## config.mk

```make
export PLATFORM = sky130hd
export DESIGN_NAME = ipv4_receive_header_check_unit_flat
export DESIGN_NICKNAME = d
export VERILOG_FILES = /design/src/hw/rtl/ihrc_pkg.sv /design/src/hw/rtl/ihrc_byte_if.sv /design/src/hw/rtl/ihrc_result_if.sv /design/src/hw/rtl/ihrc_front.sv /design/src/hw/rtl/ihrc_queue.sv /design/src/hw/rtl/ihrc_back.sv /design/src/hw/rtl/ipv4_receive_header_check_unit.sv /design/src/flat_wrapper.sv
export SDC_FILE = /design/constraint.sdc
export NUM_CORES = 1
export LEC_CHECK = 0
export BUFFER_PORTS_ARGS = -buffer_cell sky130_fd_sc_hd__buf_2
export CAP_MARGIN = 5
export CORE_MARGIN = 2
export CORE_UTILIZATION = 60
export DETAILED_ROUTE_END_ITERATION = 7
export GPL_TIMING_DRIVEN = 0
export HOLD_SLACK_MARGIN = 0.03
export PLACE_DENSITY = 0.85
export SYNTH_ARGS = -nofsm -noshare
export SYNTH_HDL_FRONTEND = slang
export SYNTH_HIERARCHICAL = 1
export SYNTH_SLANG_ARGS = --single-unit
```

## constraint.sdc

```tcl
create_clock -name clk -period 18.8 [get_ports clk]
set_input_delay 5.64 -clock clk [delete_from_list [all_inputs] [get_ports clk]]
set_output_delay 5.64 -clock clk [all_outputs]
set_load 0.02 [all_outputs]
```

## src/hw/rtl/ihrc_pkg.sv

```systemverilog
// Package: shared types and constants of the IPv4 receive header check unit.
package ihrc_pkg;

    localparam int unsigned MIN_HEADER_BYTES = 20;
    localparam int unsigned QUEUE_DEPTH      = 2;

    localparam logic [15:0] OFS_VERSION_IHL = 16'd0;
    localparam logic [15:0] OFS_TLEN_HI     = 16'd2;
    localparam logic [15:0] OFS_TLEN_LO     = 16'd3;
    localparam logic [15:0] OFS_IDENT_HI    = 16'd4;
    localparam logic [15:0] OFS_IDENT_LO    = 16'd5;
    localparam logic [15:0] OFS_FLAGS_HI    = 16'd6;
    localparam logic [15:0] OFS_FLAGS_LO    = 16'd7;
    localparam logic [15:0] OFS_PROTOCOL    = 16'd9;
    localparam logic [15:0] OFS_SOURCE      = 16'd12;
    localparam logic [15:0] OFS_DEST        = 16'd16;
    localparam logic [15:0] OFS_DEST_END    = 16'd19;

    localparam logic [3:0]  IP_VERSION_4    = 4'd4;
    localparam logic [7:0]  PROTO_UDP       = 8'd17;
    localparam logic [7:0]  LOOPBACK_NET    = 8'd127;
    localparam logic [31:0] ADDR_BROADCAST  = 32'hffff_ffff;
    localparam logic [15:0] CHECKSUM_GOOD   = 16'hffff;
    localparam logic [15:0] BYTE_COUNT_MAX  = 16'hffff;

    localparam logic [1:0]  REG_ENABLE      = 2'd0;
    localparam logic [1:0]  REG_LOCAL_ADDR  = 2'd1;
    localparam logic [1:0]  REG_DHCP        = 2'd2;

    typedef enum logic [1:0] {
        VERDICT_DELIVER  = 2'd0,
        VERDICT_FRAGMENT = 2'd1,
        VERDICT_DROP     = 2'd2
    } verdict_t;

    typedef struct packed {
        logic        format_bad;
        logic [7:0]  protocol;
        logic [31:0] src_address;
        logic [31:0] destination_address;
        logic [15:0] identification;
        logic [15:0] flags_word;
        logic [5:0]  header_length;
        logic [15:0] total_length;
    } pkt_summary_t;

    typedef struct packed {
        logic        interface_enabled;
        logic [31:0] local_address;
        logic        dhcp_negotiating;
    } cfg_t;

endpackage

```

## src/hw/rtl/ihrc_byte_if.sv

```systemverilog
// Interface: receive byte channel with valid/ready handshake.
interface ihrc_byte_if;
    logic       valid;
    logic       ready;
    logic [7:0] data_byte;
    logic       frame_last;

    modport source (output valid, output data_byte, output frame_last, input ready);
    modport sink   (input valid, input data_byte, input frame_last, output ready);
endinterface

```

## src/hw/rtl/ihrc_result_if.sv

```systemverilog
// Interface: per-packet verdict channel with valid/ready handshake.
interface ihrc_result_if;
    logic        valid;
    logic        ready;
    logic [1:0]  verdict;
    logic [7:0]  protocol;
    logic [31:0] src_address;
    logic [31:0] destination_address;
    logic [15:0] identification;
    logic [15:0] fragment_offset;
    logic        more_frag;
    logic [5:0]  header_length;
    logic [15:0] payload_length;
    logic [31:0] received_count;
    logic [31:0] dropped_count;

    modport source (
        output valid, output verdict, output protocol, output src_address,
        output destination_address, output identification, output fragment_offset,
        output more_frag, output header_length, output payload_length,
        output received_count, output dropped_count, input ready
    );
    modport sink (
        input valid, input verdict, input protocol, input src_address,
        input destination_address, input identification, input fragment_offset,
        input more_frag, input header_length, input payload_length,
        input received_count, input dropped_count, output ready
    );
endinterface

```

## src/hw/rtl/ihrc_front.sv

```systemverilog
// Front end: per-byte header capture, checksum and format classification.
module ihrc_front
    import ihrc_pkg::*;
(
    input  logic           clk,
    input  logic           rst_n,
    ihrc_byte_if.sink      rx,
    input  logic           push_ready,
    output logic           push_valid,
    output pkt_summary_t   push_data
);

    logic [15:0] index_reg, index_next;
    logic [15:0] sum_reg, sum_next;
    logic [7:0]  hold_reg, hold_next;
    logic [7:0]  ver_ihl_reg, ver_ihl_next;
    logic [15:0] tlen_reg, tlen_next;
    logic [15:0] ident_reg, ident_next;
    logic [15:0] flags_reg, flags_next;
    logic [7:0]  proto_reg, proto_next;
    logic [31:0] src_reg, src_next;
    logic [31:0] dst_reg, dst_next;

    logic [15:0] idx;
    logic [7:0]  b;
    logic [5:0]  hdr;
    logic [15:0] hdr_wide;
    logic [16:0] sum_wide;
    logic [15:0] size;
    logic        take;

    assign rx.ready = push_ready;
    assign take     = rx.valid && push_ready;
    assign idx      = index_reg;
    assign b        = rx.data_byte;

    always_comb
    begin
        ver_ihl_next = ver_ihl_reg;
        tlen_next    = tlen_reg;
        ident_next   = ident_reg;
        flags_next   = flags_reg;
        proto_next   = proto_reg;
        src_next     = src_reg;
        dst_next     = dst_reg;
        hold_next    = hold_reg;
        sum_next     = sum_reg;
        sum_wide     = '0;

        if (idx == OFS_VERSION_IHL) ver_ihl_next = b;
        if (idx == OFS_TLEN_HI)  tlen_next[15:8]  = b;
        if (idx == OFS_TLEN_LO)  tlen_next[7:0]   = b;
        if (idx == OFS_IDENT_HI) ident_next[15:8] = b;
        if (idx == OFS_IDENT_LO) ident_next[7:0]  = b;
        if (idx == OFS_FLAGS_HI) flags_next[15:8] = b;
        if (idx == OFS_FLAGS_LO) flags_next[7:0]  = b;
        if (idx == OFS_PROTOCOL) proto_next       = b;
        if (idx >= OFS_SOURCE && idx < OFS_DEST) src_next = {src_reg[23:0], b};
        if (idx >= OFS_DEST && idx <= OFS_DEST_END) dst_next = {dst_reg[23:0], b};

        hdr      = {ver_ihl_next[3:0], 2'b00};
        hdr_wide = {10'd0, hdr};

        if (idx < hdr_wide)
        begin
            if (!idx[0])
            begin
                hold_next = b;
            end
            else
            begin
                sum_wide = {1'b0, sum_reg} + {1'b0, hold_reg, b};
                sum_next = sum_wide[15:0] + {15'd0, sum_wide[16]};
            end
        end

        size = (idx == BYTE_COUNT_MAX) ? idx : idx + 16'd1;
        index_next = size;

        push_data.format_bad = (size < 16'(MIN_HEADER_BYTES))
                            || (ver_ihl_next[7:4] != IP_VERSION_4)
                            || (hdr_wide < 16'(MIN_HEADER_BYTES))
                            || (hdr_wide > size)
                            || (tlen_next < hdr_wide)
                            || (tlen_next > size)
                            || (sum_next != CHECKSUM_GOOD);
        push_data.protocol            = proto_next;
        push_data.src_address         = src_next;
        push_data.destination_address = dst_next;
        push_data.identification      = ident_next;
        push_data.flags_word          = flags_next;
        push_data.header_length       = hdr;
        push_data.total_length        = tlen_next;
    end

    assign push_valid = take && rx.frame_last;

    always_ff @(posedge clk or negedge rst_n)
    begin
        if (!rst_n)
        begin
            index_reg   <= '0;
            sum_reg     <= '0;
            hold_reg    <= '0;
            ver_ihl_reg <= '0;
            tlen_reg    <= '0;
            ident_reg   <= '0;
            flags_reg   <= '0;
            proto_reg   <= '0;
            src_reg     <= '0;
            dst_reg     <= '0;
        end
        else if (take)
        begin
            if (rx.frame_last)
            begin
                index_reg   <= '0;
                sum_reg     <= '0;
                hold_reg    <= '0;
                ver_ihl_reg <= '0;
                tlen_reg    <= '0;
                ident_reg   <= '0;
                flags_reg   <= '0;
                proto_reg   <= '0;
                src_reg     <= '0;
                dst_reg     <= '0;
            end
            else
            begin
                index_reg   <= index_next;
                sum_reg     <= sum_next;
                hold_reg    <= hold_next;
                ver_ihl_reg <= ver_ihl_next;
                tlen_reg    <= tlen_next;
                ident_reg   <= ident_next;
                flags_reg   <= flags_next;
                proto_reg   <= proto_next;
                src_reg     <= src_next;
                dst_reg     <= dst_next;
            end
        end
    end

endmodule

```

## src/hw/rtl/ihrc_queue.sv

```systemverilog
// Queue: short FIFO of packet summaries between front and back.
module ihrc_queue
    import ihrc_pkg::*;
(
    input  logic         clk,
    input  logic         rst_n,
    input  logic         push_valid,
    output logic         push_ready,
    input  pkt_summary_t push_data,
    output logic         pop_valid,
    input  logic         pop_ready,
    output pkt_summary_t pop_data
);

    localparam int unsigned PTR_W = $clog2(QUEUE_DEPTH);
    localparam int unsigned CNT_W = $clog2(QUEUE_DEPTH + 1);

    pkt_summary_t       entry_reg [QUEUE_DEPTH];
    logic [PTR_W-1:0]   wr_ptr_reg, wr_ptr_next;
    logic [PTR_W-1:0]   rd_ptr_reg, rd_ptr_next;
    logic [CNT_W-1:0]   count_reg, count_next;
    logic               do_push;
    logic               do_pop;

    assign push_ready = (count_reg != CNT_W'(QUEUE_DEPTH));
    assign pop_valid  = (count_reg != '0);
    assign pop_data   = entry_reg[rd_ptr_reg];
    assign do_push    = push_valid && push_ready;
    assign do_pop     = pop_valid && pop_ready;

    always_comb
    begin
        wr_ptr_next = wr_ptr_reg;
        rd_ptr_next = rd_ptr_reg;
        count_next  = count_reg;
        if (do_push)
        begin
            wr_ptr_next = (wr_ptr_reg == PTR_W'(QUEUE_DEPTH - 1)) ? '0 : wr_ptr_reg + 1'b1;
        end
        if (do_pop)
        begin
            rd_ptr_next = (rd_ptr_reg == PTR_W'(QUEUE_DEPTH - 1)) ? '0 : rd_ptr_reg + 1'b1;
        end
        if (do_push && !do_pop)
        begin
            count_next = count_reg + 1'b1;
        end
        else if (do_pop && !do_push)
        begin
            count_next = count_reg - 1'b1;
        end
    end

    always_ff @(posedge clk or negedge rst_n)
    begin
        if (!rst_n)
        begin
            wr_ptr_reg <= '0;
            rd_ptr_reg <= '0;
            count_reg  <= '0;
        end
        else
        begin
            wr_ptr_reg <= wr_ptr_next;
            rd_ptr_reg <= rd_ptr_next;
            count_reg  <= count_next;
        end
    end

    always_ff @(posedge clk)
    begin
        if (do_push)
        begin
            entry_reg[wr_ptr_reg] <= push_data;
        end
    end

endmodule

```

## src/hw/rtl/ihrc_back.sv

```systemverilog
// Back end: destination filter, verdict, counters and output register.
module ihrc_back
    import ihrc_pkg::*;
#(
    parameter int unsigned COUNTER_WIDTH = 32
)
(
    input  logic           clk,
    input  logic           rst_n,
    input  cfg_t           cfg,
    input  logic           pop_valid,
    output logic           pop_ready,
    input  pkt_summary_t   pop_data,
    ihrc_result_if.source  result
);

    logic [COUNTER_WIDTH-1:0] recv_reg, recv_next;
    logic [COUNTER_WIDTH-1:0] drop_reg, drop_next;
    logic        valid_reg;
    verdict_t    verdict_reg, verdict_next;
    logic [7:0]  proto_reg;
    logic [31:0] src_reg;
    logic [31:0] dst_reg;
    logic [15:0] ident_reg;
    logic [15:0] offset_reg, offset_next;
    logic        more_reg;
    logic [5:0]  hdr_reg;
    logic [15:0] payload_reg, payload_next;
    logic [31:0] recv_out_reg;
    logic [31:0] drop_out_reg;

    logic        accept;
    logic        drop;
    logic        take;

    assign pop_ready = !valid_reg || result.ready;
    assign take      = pop_valid && pop_ready;

    always_comb
    begin
        accept = (pop_data.destination_address == cfg.local_address)
              || (pop_data.destination_address == ADDR_BROADCAST)
              || (pop_data.destination_address[31:24] == LOOPBACK_NET)
              || (cfg.dhcp_negotiating && pop_data.protocol == PROTO_UDP);
        drop = pop_data.format_bad || !cfg.interface_enabled || !accept;
        offset_next = {pop_data.flags_word[12:0], 3'b000};
        if (drop)
        begin
            verdict_next = VERDICT_DROP;
        end
        else if (!pop_data.flags_word[13] && offset_next == '0)
        begin
            verdict_next = VERDICT_DELIVER;
        end
        else
        begin
            verdict_next = VERDICT_FRAGMENT;
        end
        payload_next = drop ? '0 : pop_data.total_length - {10'd0, pop_data.header_length};
        recv_next    = drop ? recv_reg : recv_reg + COUNTER_WIDTH'(1);
        drop_next    = drop ? drop_reg + COUNTER_WIDTH'(1) : drop_reg;
    end

    always_ff @(posedge clk or negedge rst_n)
    begin
        if (!rst_n)
        begin
            valid_reg <= 1'b0;
            recv_reg  <= '0;
            drop_reg  <= '0;
        end
        else
        begin
            if (take)
            begin
                valid_reg <= 1'b1;
                recv_reg  <= recv_next;
                drop_reg  <= drop_next;
            end
            else if (result.ready)
            begin
                valid_reg <= 1'b0;
            end
        end
    end

    always_ff @(posedge clk)
    begin
        if (take)
        begin
            verdict_reg  <= verdict_next;
            proto_reg    <= pop_data.protocol;
            src_reg      <= pop_data.src_address;
            dst_reg      <= pop_data.destination_address;
            ident_reg    <= pop_data.identification;
            offset_reg   <= offset_next;
            more_reg     <= pop_data.flags_word[13];
            hdr_reg      <= pop_data.header_length;
            payload_reg  <= payload_next;
            recv_out_reg <= 32'(recv_next);
            drop_out_reg <= 32'(drop_next);
        end
    end

    assign result.valid               = valid_reg;
    assign result.verdict             = verdict_reg;
    assign result.protocol            = proto_reg;
    assign result.src_address         = src_reg;
    assign result.destination_address = dst_reg;
    assign result.identification      = ident_reg;
    assign result.fragment_offset     = offset_reg;
    assign result.more_frag           = more_reg;
    assign result.header_length       = hdr_reg;
    assign result.payload_length      = payload_reg;
    assign result.received_count      = recv_out_reg;
    assign result.dropped_count       = drop_out_reg;

endmodule

```

## src/hw/rtl/ipv4_receive_header_check_unit.sv

```systemverilog
// Top level: IPv4 receive header check unit with APB configuration port.
//
// Usage: packet bytes enter on rx, one per transfer, header first, with
// frame_last set on the final byte of the frame. Each frame yields exactly one
// transfer on result: drop, deliver whole or pass to reassembly, with the
// captured header fields and the wrapping received/dropped counters.
// Throughput: one byte per cycle while the queue has room; frames back to back.
// Path: the front end classifies the frame on the last byte and pushes its
// summary into a two-entry queue as that byte is taken; the back end then pops
// it, filters the destination and loads the output register, which drives
// result.
// Stall: while result is held off, the output register keeps its item, the
// back end stops and the queue fills; rx stays ready until the queue is full.
// Reset: rst_n clears the per-frame capture, the queue, the output valid, the
// counters and the configuration registers (interface disabled).
// Registers: 0x0 interface_enabled, 0x4 local_address, 0x8 dhcp_negotiating;
// write them only while no frame is in flight.
module ipv4_receive_header_check_unit
    import ihrc_pkg::*;
#(
    parameter int unsigned COUNTER_WIDTH = 32
)
(
    input  logic           clk,
    input  logic           rst_n,
    ihrc_byte_if.sink      rx,
    ihrc_result_if.source  result,
    input  logic           psel,
    input  logic           penable,
    input  logic           pwrite,
    input  logic [3:0]     paddr,
    input  logic [31:0]    pwdata,
    output logic [31:0]    prdata,
    output logic           pready
);

    cfg_t         cfg_reg;
    logic         cfg_write;
    logic         push_valid;
    logic         push_ready;
    pkt_summary_t push_data;
    logic         pop_valid;
    logic         pop_ready;
    pkt_summary_t pop_data;

    assign pready    = 1'b1;
    assign cfg_write = psel && penable && pwrite && pready;

    always_ff @(posedge clk or negedge rst_n)
    begin
        if (!rst_n)
        begin
            cfg_reg <= '0;
        end
        else if (cfg_write)
        begin
            unique case (paddr[3:2])
                REG_ENABLE:     cfg_reg.interface_enabled <= pwdata[0];
                REG_LOCAL_ADDR: cfg_reg.local_address     <= pwdata;
                REG_DHCP:       cfg_reg.dhcp_negotiating  <= pwdata[0];
                default:        cfg_reg <= cfg_reg;
            endcase
        end
    end

    always_comb
    begin
        unique case (paddr[3:2])
            REG_ENABLE:     prdata = {31'd0, cfg_reg.interface_enabled};
            REG_LOCAL_ADDR: prdata = cfg_reg.local_address;
            REG_DHCP:       prdata = {31'd0, cfg_reg.dhcp_negotiating};
            default:        prdata = '0;
        endcase
    end

    ihrc_front u_front (
        .clk        (clk),
        .rst_n      (rst_n),
        .rx         (rx),
        .push_ready (push_ready),
        .push_valid (push_valid),
        .push_data  (push_data)
    );

    ihrc_queue u_queue (
        .clk        (clk),
        .rst_n      (rst_n),
        .push_valid (push_valid),
        .push_ready (push_ready),
        .push_data  (push_data),
        .pop_valid  (pop_valid),
        .pop_ready  (pop_ready),
        .pop_data   (pop_data)
    );

    ihrc_back #(
        .COUNTER_WIDTH (COUNTER_WIDTH)
    ) u_back (
        .clk       (clk),
        .rst_n     (rst_n),
        .cfg       (cfg_reg),
        .pop_valid (pop_valid),
        .pop_ready (pop_ready),
        .pop_data  (pop_data),
        .result    (result)
    );

endmodule

```

## src/flat_wrapper.sv

```systemverilog
// flat-port wrapper written by rule: the top's interface ports become plain ports
module ipv4_receive_header_check_unit_flat import ihrc_pkg::*;
#(
    parameter int unsigned COUNTER_WIDTH = 32
)
  (clk, rst_n, psel, penable, pwrite, paddr, pwdata, prdata, pready, rx_valid, rx_data_byte, rx_frame_last, rx_ready, result_valid, result_verdict, result_protocol, result_src_address, result_destination_address, result_identification, result_fragment_offset, result_more_frag, result_header_length, result_payload_length, result_received_count, result_dropped_count, result_ready);
  ihrc_byte_if rx_i ();
  ihrc_result_if result_i ();
  input  logic clk;
  input  logic rst_n;
  input  logic psel;
  input  logic penable;
  input  logic pwrite;
  input  logic [3:0] paddr;
  input  logic [31:0] pwdata;
  output logic [31:0] prdata;
  output logic pready;
  input wire logic [$bits(rx_i.valid)-1:0] rx_valid;
  input wire logic [$bits(rx_i.data_byte)-1:0] rx_data_byte;
  input wire logic [$bits(rx_i.frame_last)-1:0] rx_frame_last;
  output wire logic [$bits(rx_i.ready)-1:0] rx_ready;
  output wire logic [$bits(result_i.valid)-1:0] result_valid;
  output wire logic [$bits(result_i.verdict)-1:0] result_verdict;
  output wire logic [$bits(result_i.protocol)-1:0] result_protocol;
  output wire logic [$bits(result_i.src_address)-1:0] result_src_address;
  output wire logic [$bits(result_i.destination_address)-1:0] result_destination_address;
  output wire logic [$bits(result_i.identification)-1:0] result_identification;
  output wire logic [$bits(result_i.fragment_offset)-1:0] result_fragment_offset;
  output wire logic [$bits(result_i.more_frag)-1:0] result_more_frag;
  output wire logic [$bits(result_i.header_length)-1:0] result_header_length;
  output wire logic [$bits(result_i.payload_length)-1:0] result_payload_length;
  output wire logic [$bits(result_i.received_count)-1:0] result_received_count;
  output wire logic [$bits(result_i.dropped_count)-1:0] result_dropped_count;
  input wire logic [$bits(result_i.ready)-1:0] result_ready;
  assign rx_i.valid = rx_valid;
  assign rx_i.data_byte = rx_data_byte;
  assign rx_i.frame_last = rx_frame_last;
  assign rx_ready = rx_i.ready;
  assign result_valid = result_i.valid;
  assign result_verdict = result_i.verdict;
  assign result_protocol = result_i.protocol;
  assign result_src_address = result_i.src_address;
  assign result_destination_address = result_i.destination_address;
  assign result_identification = result_i.identification;
  assign result_fragment_offset = result_i.fragment_offset;
  assign result_more_frag = result_i.more_frag;
  assign result_header_length = result_i.header_length;
  assign result_payload_length = result_i.payload_length;
  assign result_received_count = result_i.received_count;
  assign result_dropped_count = result_i.dropped_count;
  assign result_i.ready = result_ready;
  ipv4_receive_header_check_unit #(.COUNTER_WIDTH(COUNTER_WIDTH)) u_core (.clk(clk), .rst_n(rst_n), .rx(rx_i), .result(result_i), .psel(psel), .penable(penable), .pwrite(pwrite), .paddr(paddr), .pwdata(pwdata), .prdata(prdata), .pready(pready));
endmodule
```

# After elaboration in Yosys (flattened, before gate mapping)
# Memories as Yosys holds them, arrays and structs flattened.
# Index checks and enable logic that the tools add are counted.
# Widths: inputs -> output; s select.
[op_classes]
mux = 37
n_eq_ne = 18
reduce_logical = 41
order_cmp = 10
add_sub_neg = 10
[ops]
columns = ["operator", "count"]
rows = [
  ["$mux 32", 6],
  ["$mux 16", 8],
  ["$mux 8", 13],
  ["$pmux 32 s3", 1],
  ["$add 32x1->32 const B", 2],
  ["$eq 16x3->1 const B", 4],
  ["$eq 16x2->1 const B", 2],
  ["$eq 32x32->1", 1],
  ["$eq 32x32->1 const B", 1],
  ["$lt 16x5->1 const B", 2],
  ["$lt 16x6->1", 2],
  ["$add 16x16->17", 1],
  ["$add 16x1->16", 1],
  ["$add 16x1->16 const B", 1],
  ["$eq 16x16->1 const B", 1],
  ["$eq 16x4->1 const B", 1],
  ["$ge 16x4->1 const B", 1],
  ["$ge 16x5->1 const B", 1],
  ["$gt 16x16->1", 1],
  ["$gt 6x16->1", 1],
  ["$le 16x5->1 const B", 1],
  ["$logic_not 16->1", 1],
  ["$ne 16x16->1 const B", 1],
  ["$sub 16x6->16", 1],
  ["other kinds (20)", 61],
]
[word_totals]
reg_bits = 461
word_cells = 147
mem_count = 1
ramBits = 250
[memory_table]
columns = ["memory", "words", "width", "rd", "rd_ports_with_merged_regs", "wr", "line_no", "source"]
rows = [
  ["u_core.u_queue.entry_reg", 2, 125, 1, 0, 1, "ihrc_queue.sv:18", "pkt_summary_t entry_reg [QUEUE_DEPTH];"],
]

# Depth between registers and ports, before layout
# Gate-level depths: netlist (run 1).
[logic_depth]
ltp_word = 9
ltp_mapped = 21
ltp_nobuf = 21

# Cells and area by module
# The synthesis (run 1) kept the hierarchy.
[by_module_without_submodules]
columns = ["mod", "cells_each", "seq_area_each_um2", "area_per_inst_um2", "instances"]
rows = [
  ["ihrc_back", 795, 7332.0, 10765.3, 1],
  ["ihrc_front", 1003, 4204.0, 10421.2, 1],
  ["ihrc_queue", 413, 7727.4, 9434.0, 1],
  ["ipv4_receive_header_check_unit", 115, 850.8, 1554.0, 1],
]

# Least setup slack after synthesis (run 1)
# OpenSTA, ideal clock, no wires.
[synth_timing]
path_kind = "input to register"
startpoint = "input port rx_frame_last"
endpoint = "memory u_core/u_queue/entry_reg[0][0] (netlist bit) (enable)"
path_slack_ns = 6.478
t_arrival_ns = 11.708
required_ns = 18.185
cell_stages = 5
setup_time_ns = 0.615
path_cell_list = "clkbuf_1 clkbuf_1 and3_1 nand2_1 nor2_1"
[synth_via]
elab_chain_len = 4
[synth_lines]
columns = ["item", "line_no", "source"]
rows = [
  ["from (decl)", "flat_wrapper.sv:20", "input wire logic [$bits(rx_i.frame_last)-1:0] rx_frame_last;"],
  ["$logic_and 1x1->1", "ihrc_front.sv:96", "assign push_valid = take && rx.frame_last;"],
  ["net u_core.push_valid", "ipv4_receive_header_check_unit.sv:39", "logic push_valid;"],
  ["$logic_and 1x1->1", "ihrc_queue.sv:28", "assign do_push = push_valid && push_ready;"],
  ["$mux 1", "ihrc_queue.sv:72", "if (do_push)"],
  ["$mux 1 (not written as such)", "ihrc_queue.sv:74", "entry_reg[wr_ptr_reg] <= push_data;"],
  ["to (decl)", "ihrc_queue.sv:18", ""],
]
# The timed path passes the listed nets, and every way through them passes these cells.

# Final worst setup path (run 1)
[layout_timing]
startpoint = "input port paddr[2]"
endpoint = "output port prdata[5]"
[layout_via]
elab_chain_len = 2
[layout_lines]
columns = ["item", "line_no", "source"]
rows = [
  ["from (decl)", "flat_wrapper.sv:14", "input logic [3:0] paddr;"],
  ["$eq 2x2->1, or another cell as far along", "ipv4_receive_header_check_unit.sv:68", "unique case (paddr[3:2])"],
  ["$pmux 32 s3 (*)", "ipv4_receive_header_check_unit.sv:68", ""],
  ["to (decl)", "flat_wrapper.sv:16", "output logic [31:0] prdata;"],
]
# Every way passes the cells marked *; elsewhere a longest branch is shown, timed or not.

==> results of run 1 <==
==> power groups by stage <==
stage | clock, W | sequential, W | combinational, W
5_1_grt | 0.00153 | 0.00223 | 0.00189
6_report | 0.00145 | 0.00220 | 0.00178
2_1_floorplan | 0 | 0.00243 | 0.00101
3_5_place_dp | 0 | 0.00222 | 0.00175
4_1_cts | 0.00147 | 0.00220 | 0.00177
3_3_place_gp | 0 | 0.00229 | 0.00166
==> routing by layer <==
metal,wire (µm),up-vias,share of wire [%]
met3,5440,163,6.8
met5,13,-,0.016
met1,31640,10670,40
li1,-,9352,-
met2,39860,967,50
met4,2759,2,3.5
==> per-stage QoR <==
step                setup WS, ps  instance area [µm²]  power (W)
floorplan                   6540                31950   0.003435
global placement            3271                34180   0.003945
detailed placement          6331                34460   0.003971
CTS                         6290                36860   0.005430
global route                6210                36860   0.005649
finish                      6266                36860   0.005431
==> final cells by class <==
class / count / area, µm² / share of cell area [%]
flip-flops and latches: 709 / 19940 / 54.10
multi-input cells: 1438 / 11170 / 30.30
clock buffers: 96 / 1974 / 5.356
repair buffers: 283 / 1629 / 4.419
well taps: 688 / 860.8 / 2.335
plain buffers: 128 / 699.4 / 1.897
clock inverters: 39 / 430.4 / 1.168
inverters: 42 / 157.7 / 0.4277
==> worst paths after layout <==
| kind | endpoint | slack [ps] | from |
|---|---|---|---|
| worst max register to register | u_core/u_queue/entry_reg[0][126]$_DFFE_PP_ | 12870 | u_core/u_front/idx[1]$_DFFE_PN0P_ |
| worst min register to register | u_core/u_front/tlen_reg[6]$_DFFE_PN0P_ | 480 | u_core/u_front/tlen_reg[6]$_DFFE_PN0P_ |
| max in group asynchronous | u_core/u_front/idx[8]$_DFFE_PN0P_ | 12400 | rst_n |
| worst min-delay path | u_core/u_front/tlen_reg[6]$_DFFE_PN0P_ | 480 | u_core/u_front/tlen_reg[6]$_DFFE_PN0P_ |
| worst max-delay path | prdata[5] | 6270 | paddr[2] |
| min in group asynchronous | u_core/u_back/drop_reg[10]$_DFFE_PN0P_ | 5000 | rst_n |
==> layout by cell type (no fill, tap or decap), types with 9 or more instances in the layout <==
cell,count
a21o_1,13
a21oi_1,36
a22o_1,125
a22oi_1,9
and2_1,36
and3_1,24
and4_1,10
buf_2,292
clkbuf_1,93
clkbuf_16,74
clkbuf_8,14
clkinv_1,10
clkinv_2,11
dfrtp_1,269
edfxtp_1,440
ha_1,57
inv_1,41
mux2_2,266
mux2i_1,11
nand2_1,129
nand2b_1,12
nand3_1,77
nand4_1,47
nor2_1,80
nor2b_1,17
nor3_1,47
nor4_1,31
o21ai_0,63
xnor2_1,143
xor2_1,59
==> worst register-to-register path: stages, from the launching register on <==
cell,delay (ps)
dfrtp_1,510
ha_1,200
clkbuf_1,270
nand3_1,380
nor4_1,690
nor2_1,200
nand3_1,190
xor2_1,270
ha_1,300
a21o_1,190
a221o_1,330
a221oi_1,490
mux2_2,250
a31oi_1,40
a211oi_1,400
o2111ai_1,250
a2111oi_2,410
nand4_1,240
==> flow_metrics.env, run 1 <==
export IMPL_via_per_inst=6.181
export IMPL_holdPathStages=2
export IMPL_n_fill_cell=3433
export IMPL_drc=0
export IMPL_fin_setup_tns_ps=0
export IMPL_io_pins=280
export IMPL_p_sw_w=0.001882
export IMPL_core_um2=52550
export IMPL_cts_hold_buf=0
export IMPL_slowest_stage="clkbuf_1"
export IMPL_internal_power_w=0.003548
export IMPL_period_minus_slack_ps=12530
export IMPL_rows=84
export IMPL_htree_num_levels=3
export IMPL_critPathKind="input port to output pin"
export IMPL_largest_register_ffs=250
export IMPL_yosys_warnings=6
export IMPL_grt_overflow_total=0
export IMPL_power_leakage_nw=15.08
export IMPL_power_density_nw_per_um2=147.3
export IMPL_cap_viol_max_count=0
export IMPL_reg2reg_depth=17
export IMPL_routed_wl_mm=79.71
export IMPL_finalNonFillerCells=3423
export IMPL_whs_ps=481.8
export IMPL_first_pass_iters=6
export IMPL_hold_violations=0
export IMPL_cp_num_buf_inv=3
export IMPL_crit_path_max_incr_delay_ps=410
export IMPL_start_kind="input port"
export IMPL_grt_busiest_layer="met2"
export IMPL_hp_class="register to register"
export IMPL_max_freq_mhz=79.79
export IMPL_grt_pass1_vias=21490
export IMPL_finalCoreUtilization_pct=70.15
export IMPL_path_cells="buf_2 > nor2b_1 > clkbuf_1 > and2_1 > buf_2"
export IMPL_syn_avg_cell_area_um2=13.80
export IMPL_power_frac_seq_pct=40.6
export IMPL_antenna_found_initial=1
export IMPL_pwr_share_clk_pct=26.6
export IMPL_fp_dieArea_um2=55100
export IMPL_critical_path_max_fanout=10
export IMPL_worstMarginPinSlew_ps=1232
export IMPL_relSlewSlack_pct=17.84
export IMPL_ir_worst_vdd_uv=96.26
export IMPL_numCtsBuffers=73
export IMPL_num_vias=21160
export IMPL_postCtsSetupRepairBufs=0
export IMPL_clkLatencyLatePin_ps=630
export IMPL_wire_per_inst_um=23.29
export IMPL_maxSlewViolCount=0
export IMPL_power_frac_comb_pct=32.8
export IMPL_grtUsageMet2_pct=47.98
export IMPL_chipHeight_um=234.7
export IMPL_path_clk_slew_ps=60
export IMPL_status="finished, final reports clean"
export IMPL_grt_max_degree=103
export IMPL_setup_viol=0
export IMPL_p_sw_share_pct=34.66
export IMPL_finish_net_count=2786
export IMPL_antenna_left=0
export IMPL_grt_setup_unrepaired="no"
export IMPL_die_x_um=234.7
export IMPL_gr_usage_met1_pct=37.14
export IMPL_period_share_pct=66.67
export IMPL_place_gp_congestion=0.9316
export IMPL_drive_above_1_share_pct=26.84
export IMPL_cp_end_kind="output pin"
export IMPL_layout_area_overhead_vs_synth_pct=15.41
export IMPL_cts_tree="done"
export IMPL_skew_ps=25.23
export IMPL_met3_usage_pct=4.723
export IMPL_critPathArrivalTime_ps=6890
export IMPL_cts_resized=0
export IMPL_worst_endpoint_required_ps=13160
export IMPL_syn_cell_area_um2=31940
export IMPL_dp_hpwl_mm=54.81
export IMPL_dp_cells=3288
export IMPL_antenna_cells=0
export IMPL_cts_max_path_buffers=3
export IMPL_first_iter_violations=2139
export IMPL_cts_sinks=709
export IMPL_crit_path_frequent_cell="buf_2"
export IMPL_root_buffer="clkbuf_16"
export IMPL_port_buffer_count=273
export IMPL_cp_top_family="buffers and inverters"
export IMPL_initial_utilization_pct=60.78
export IMPL_syn_inst=2314
export IMPL_grt_pass1_wl_mm=122.7
export IMPL_track_usage_pct=28.50
export IMPL_critical_path_depth=5
Note: power is estimated with default switching activity, not from simulation.
==> run 2: changes to the inputs <==
--- a/config.mk
+++ b/config.mk
@@ -8,11 +8,11 @@
 export BUFFER_PORTS_ARGS = -buffer_cell sky130_fd_sc_hd__buf_2
 export CAP_MARGIN = 5
 export CORE_MARGIN = 2
-export CORE_UTILIZATION = 60
+export CORE_UTILIZATION = 54
 export DETAILED_ROUTE_END_ITERATION = 7
 export GPL_TIMING_DRIVEN = 0
 export HOLD_SLACK_MARGIN = 0.03
-export PLACE_DENSITY = 0.85
+export PLACE_DENSITY = 0.81
 export SYNTH_ARGS = -nofsm -noshare
 export SYNTH_HDL_FRONTEND = slang
 export SYNTH_HIERARCHICAL = 1
==> constraint.sdc (replaced) <==
create_clock -name clk -period 10.8 [get_ports clk]
set_input_delay 3.24 -clock clk [delete_from_list [all_inputs] [get_ports clk]]
set_output_delay 3.24 -clock clk [all_outputs]
set_load 0.02 [all_outputs]
==> run 2 against run 1 <==
Via count fell by 1.1%. Combinational power grew 71%. Non-clock buffer count decreased by 1. Critical path type is now input port to register. Count of clock-buffer cells in the layout rose by 3. Worst setup slack got worse by 3800 ps. Global-route usage fell by 2.5 points. Critical path depth up 16. Largest cell class unchanged. Routed wire length grew 0.58%. Final cell count is 2.4% higher. Worst hold slack better by 11 ps.
==> flow_metrics.env, run 2 (same netlist as run 1, synthesis figures left out) <==
export IMPL_status="finished, final reports clean"
export IMPL_grt_setup_unrepaired="no"
export IMPL_holdPathStages=2
export IMPL_fp_dieArea_um2=61110
export IMPL_dp_hpwl_mm=55.46
export IMPL_cap_viol_max_count=0
export IMPL_wire_per_inst_um=22.88
export IMPL_antenna_cells=0
export IMPL_pwr_share_clk_pct=26.5
export IMPL_grt_overflow_total=0
export IMPL_multiInputGateArea_um2=11170
export IMPL_power_leakage_nw=15.05
export IMPL_layout_commonest_cell="edfxtp_1"
export IMPL_ir_worst_vdd_uv=173.7
export IMPL_path_clk_slew_ps=60
export IMPL_numCtsBuffers=71
export IMPL_drive_above_1_share_pct=26.62
export IMPL_reg2reg_depth=17
export IMPL_period_share_pct=76.76
export IMPL_worstMarginPinSlew_ps=1225
export IMPL_htree_num_levels=3
export IMPL_hold_violations=0
export IMPL_setup_viol=0
export IMPL_clkLatencyLatePin_ps=610
export IMPL_port_buffer_count=273
export IMPL_maxSlewViolCount=0
export IMPL_routed_wl_mm=80.17
export IMPL_critPathArrivalTime_ps=8530
export IMPL_r2r_end="u_core/u_queue/entry_reg[0][126]$_DFFE_PP_"
export IMPL_crit_start="rx_data_byte[1]"
export IMPL_hp_start="u_core/u_front/ver_ihl_reg[3]$_DFFE_PN0P_"
export IMPL_die_x_um=247.2
export IMPL_cts_hold_buf=0
export IMPL_critical_path_max_fanout=9
export IMPL_grtUsageMet2_pct=43.06
export IMPL_num_vias=20920
export IMPL_period_minus_slack_ps=8290
export IMPL_first_iter_violations=1982
export IMPL_cts_resized=0
export IMPL_fin_setup_tns_ps=0
export IMPL_grt_max_degree=118
export IMPL_track_usage_pct=25.99
export IMPL_n_fill_cell=4351
export IMPL_antenna_left=0
export IMPL_r2r_slack_ps=4840
export IMPL_largest_register_ffs=250
export IMPL_gr_usage_met1_pct=34.63
export IMPL_grt_pass1_wl_mm=121.4
export IMPL_first_pass_iters=7
export IMPL_via_per_inst=5.969
export IMPL_dp_cells=3372
export IMPL_critPathKind="input port to register"
export IMPL_power_density_nw_per_um2=254.7
export IMPL_place_gp_congestion=0.9124
export IMPL_initial_utilization_pct=54.33
export IMPL_cts_max_path_buffers=3
export IMPL_cts_sinks=709
export IMPL_power_frac_seq_pct=41.0
export IMPL_power_frac_comb_pct=32.5
export IMPL_core_um2=58800
export IMPL_seq_area_um2=19940
export IMPL_cts_tree="done"
export IMPL_layout_common_cells="440 x edfxtp_1, 292 x buf_2, 269 x dfrtp_1"
export IMPL_rows=89
export IMPL_p_sw_share_pct=34.53
export IMPL_postCtsSetupRepairBufs=0
export IMPL_layout_area_overhead_vs_synth_pct=15.48
export IMPL_chipHeight_um=247.2
export IMPL_max_freq_mhz=120.6
export IMPL_worst_endpoint_required_ps=11040
export IMPL_grt_pass1_vias=20960
export IMPL_relSlewSlack_pct=18.36
export IMPL_finalNonFillerCells=3504
export IMPL_finish_net_count=2783
export IMPL_drc=0
export IMPL_critPathCapture="u_core/u_queue/entry_reg[0][126]$_DFFE_PP_"
export IMPL_rr_startpoint="u_core/u_front/idx[1]$_DFFE_PN0P_"
export IMPL_start_kind="input port"
export IMPL_skew_ps=15.66
export IMPL_hp_class="register to register"
export IMPL_root_buffer="clkbuf_16"
export IMPL_p_sw_w=0.003245
export IMPL_cp_end_kind="register"
export IMPL_antenna_found_initial=3
export IMPL_grt_busiest_layer="met2"
export IMPL_met3_usage_pct=3.668
export IMPL_io_pins=280
export IMPL_internal_power_w=0.006152
run 2: worst max-delay path, cell delays in order:
cell and delay [ps]:
buf_2 330, inv_1 380, fa_1 590, nor2b_4 150
o311a_4 200, nor4_1 60, o21ai_1 470, a21o_1 200
a21oi_1 60, nor2b_1 110, o21ai_0 100, nand2b_1 230
ha_1 230, nor2b_1 210, nand2_1 150, or4_1 510
or3_1 360, a21oi_1 180, o21ai_1 120, a2111oi_2 310
nand4_1 340
run 2: per-stage QoR:
stage	total power, W	util, %	instance area, µm²	hold WS, ps	setup slack, ps
after floorplan	0.005979	-	31950	449.2	940.2
after global placement	0.006895	58.31	34290	462.2	-2374
after detailed placement	0.006910	58.73	34530	474.4	2084
after CTS	0.009420	62.74	36890	488.5	2741
after global routing	0.009804	62.74	36890	514.8	2367
final	0.009397	62.74	36890	492.7	2510
run 2: per-layer routing:
metal | part of all wire, % | up-vias
li1 | - | 9368
met1 | 41 | 10520
met2 | 49 | 871
met3 | 6.4 | 156
met4 | 3.4 | 0
met5 | 0 | -
run 2: area by class of cell:
cell class | instances | share of cell area (%)
Buffer | 128 | 1.896
Sequential cell | 709 | 54.07
Clock buffer | 99 | 5.325
Clock inverter | 33 | 1.065
Timing Repair Buffer | 282 | 4.321
Inverter | 42 | 0.4274
Multi-Input combinational cell | 1438 | 30.28
Tap cell | 773 | 2.622
run 2: worst min-delay path by stage:
stage                                           endpoint  slack, ps
5_1_grt           u_core/u_back/drop_reg[31]$_DFFE_PN0P_        510
3_3_place_gp      u_core/u_front/tlen_reg[7]$_DFFE_PN0P_        460
4_1_cts           u_core/u_front/tlen_reg[7]$_DFFE_PN0P_        490
2_1_floorplan     u_core/u_front/tlen_reg[0]$_DFFE_PN0P_        450
6_report       u_core/u_front/ver_ihl_reg[3]$_DFFE_PN0P_        490
3_5_place_dp      u_core/u_front/tlen_reg[7]$_DFFE_PN0P_        470
run 2: power by group through the flow:
stage          Sequential (W)  Clock [W]  Combinational [W]
6_report              0.00385    0.00249            0.00305
5_1_grt               0.00389    0.00263            0.00328
4_1_cts               0.00385    0.00253            0.00304
3_5_place_dp          0.00389          0            0.00302
3_3_place_gp          0.00400          0            0.00290
2_1_floorplan         0.00422          0            0.00175
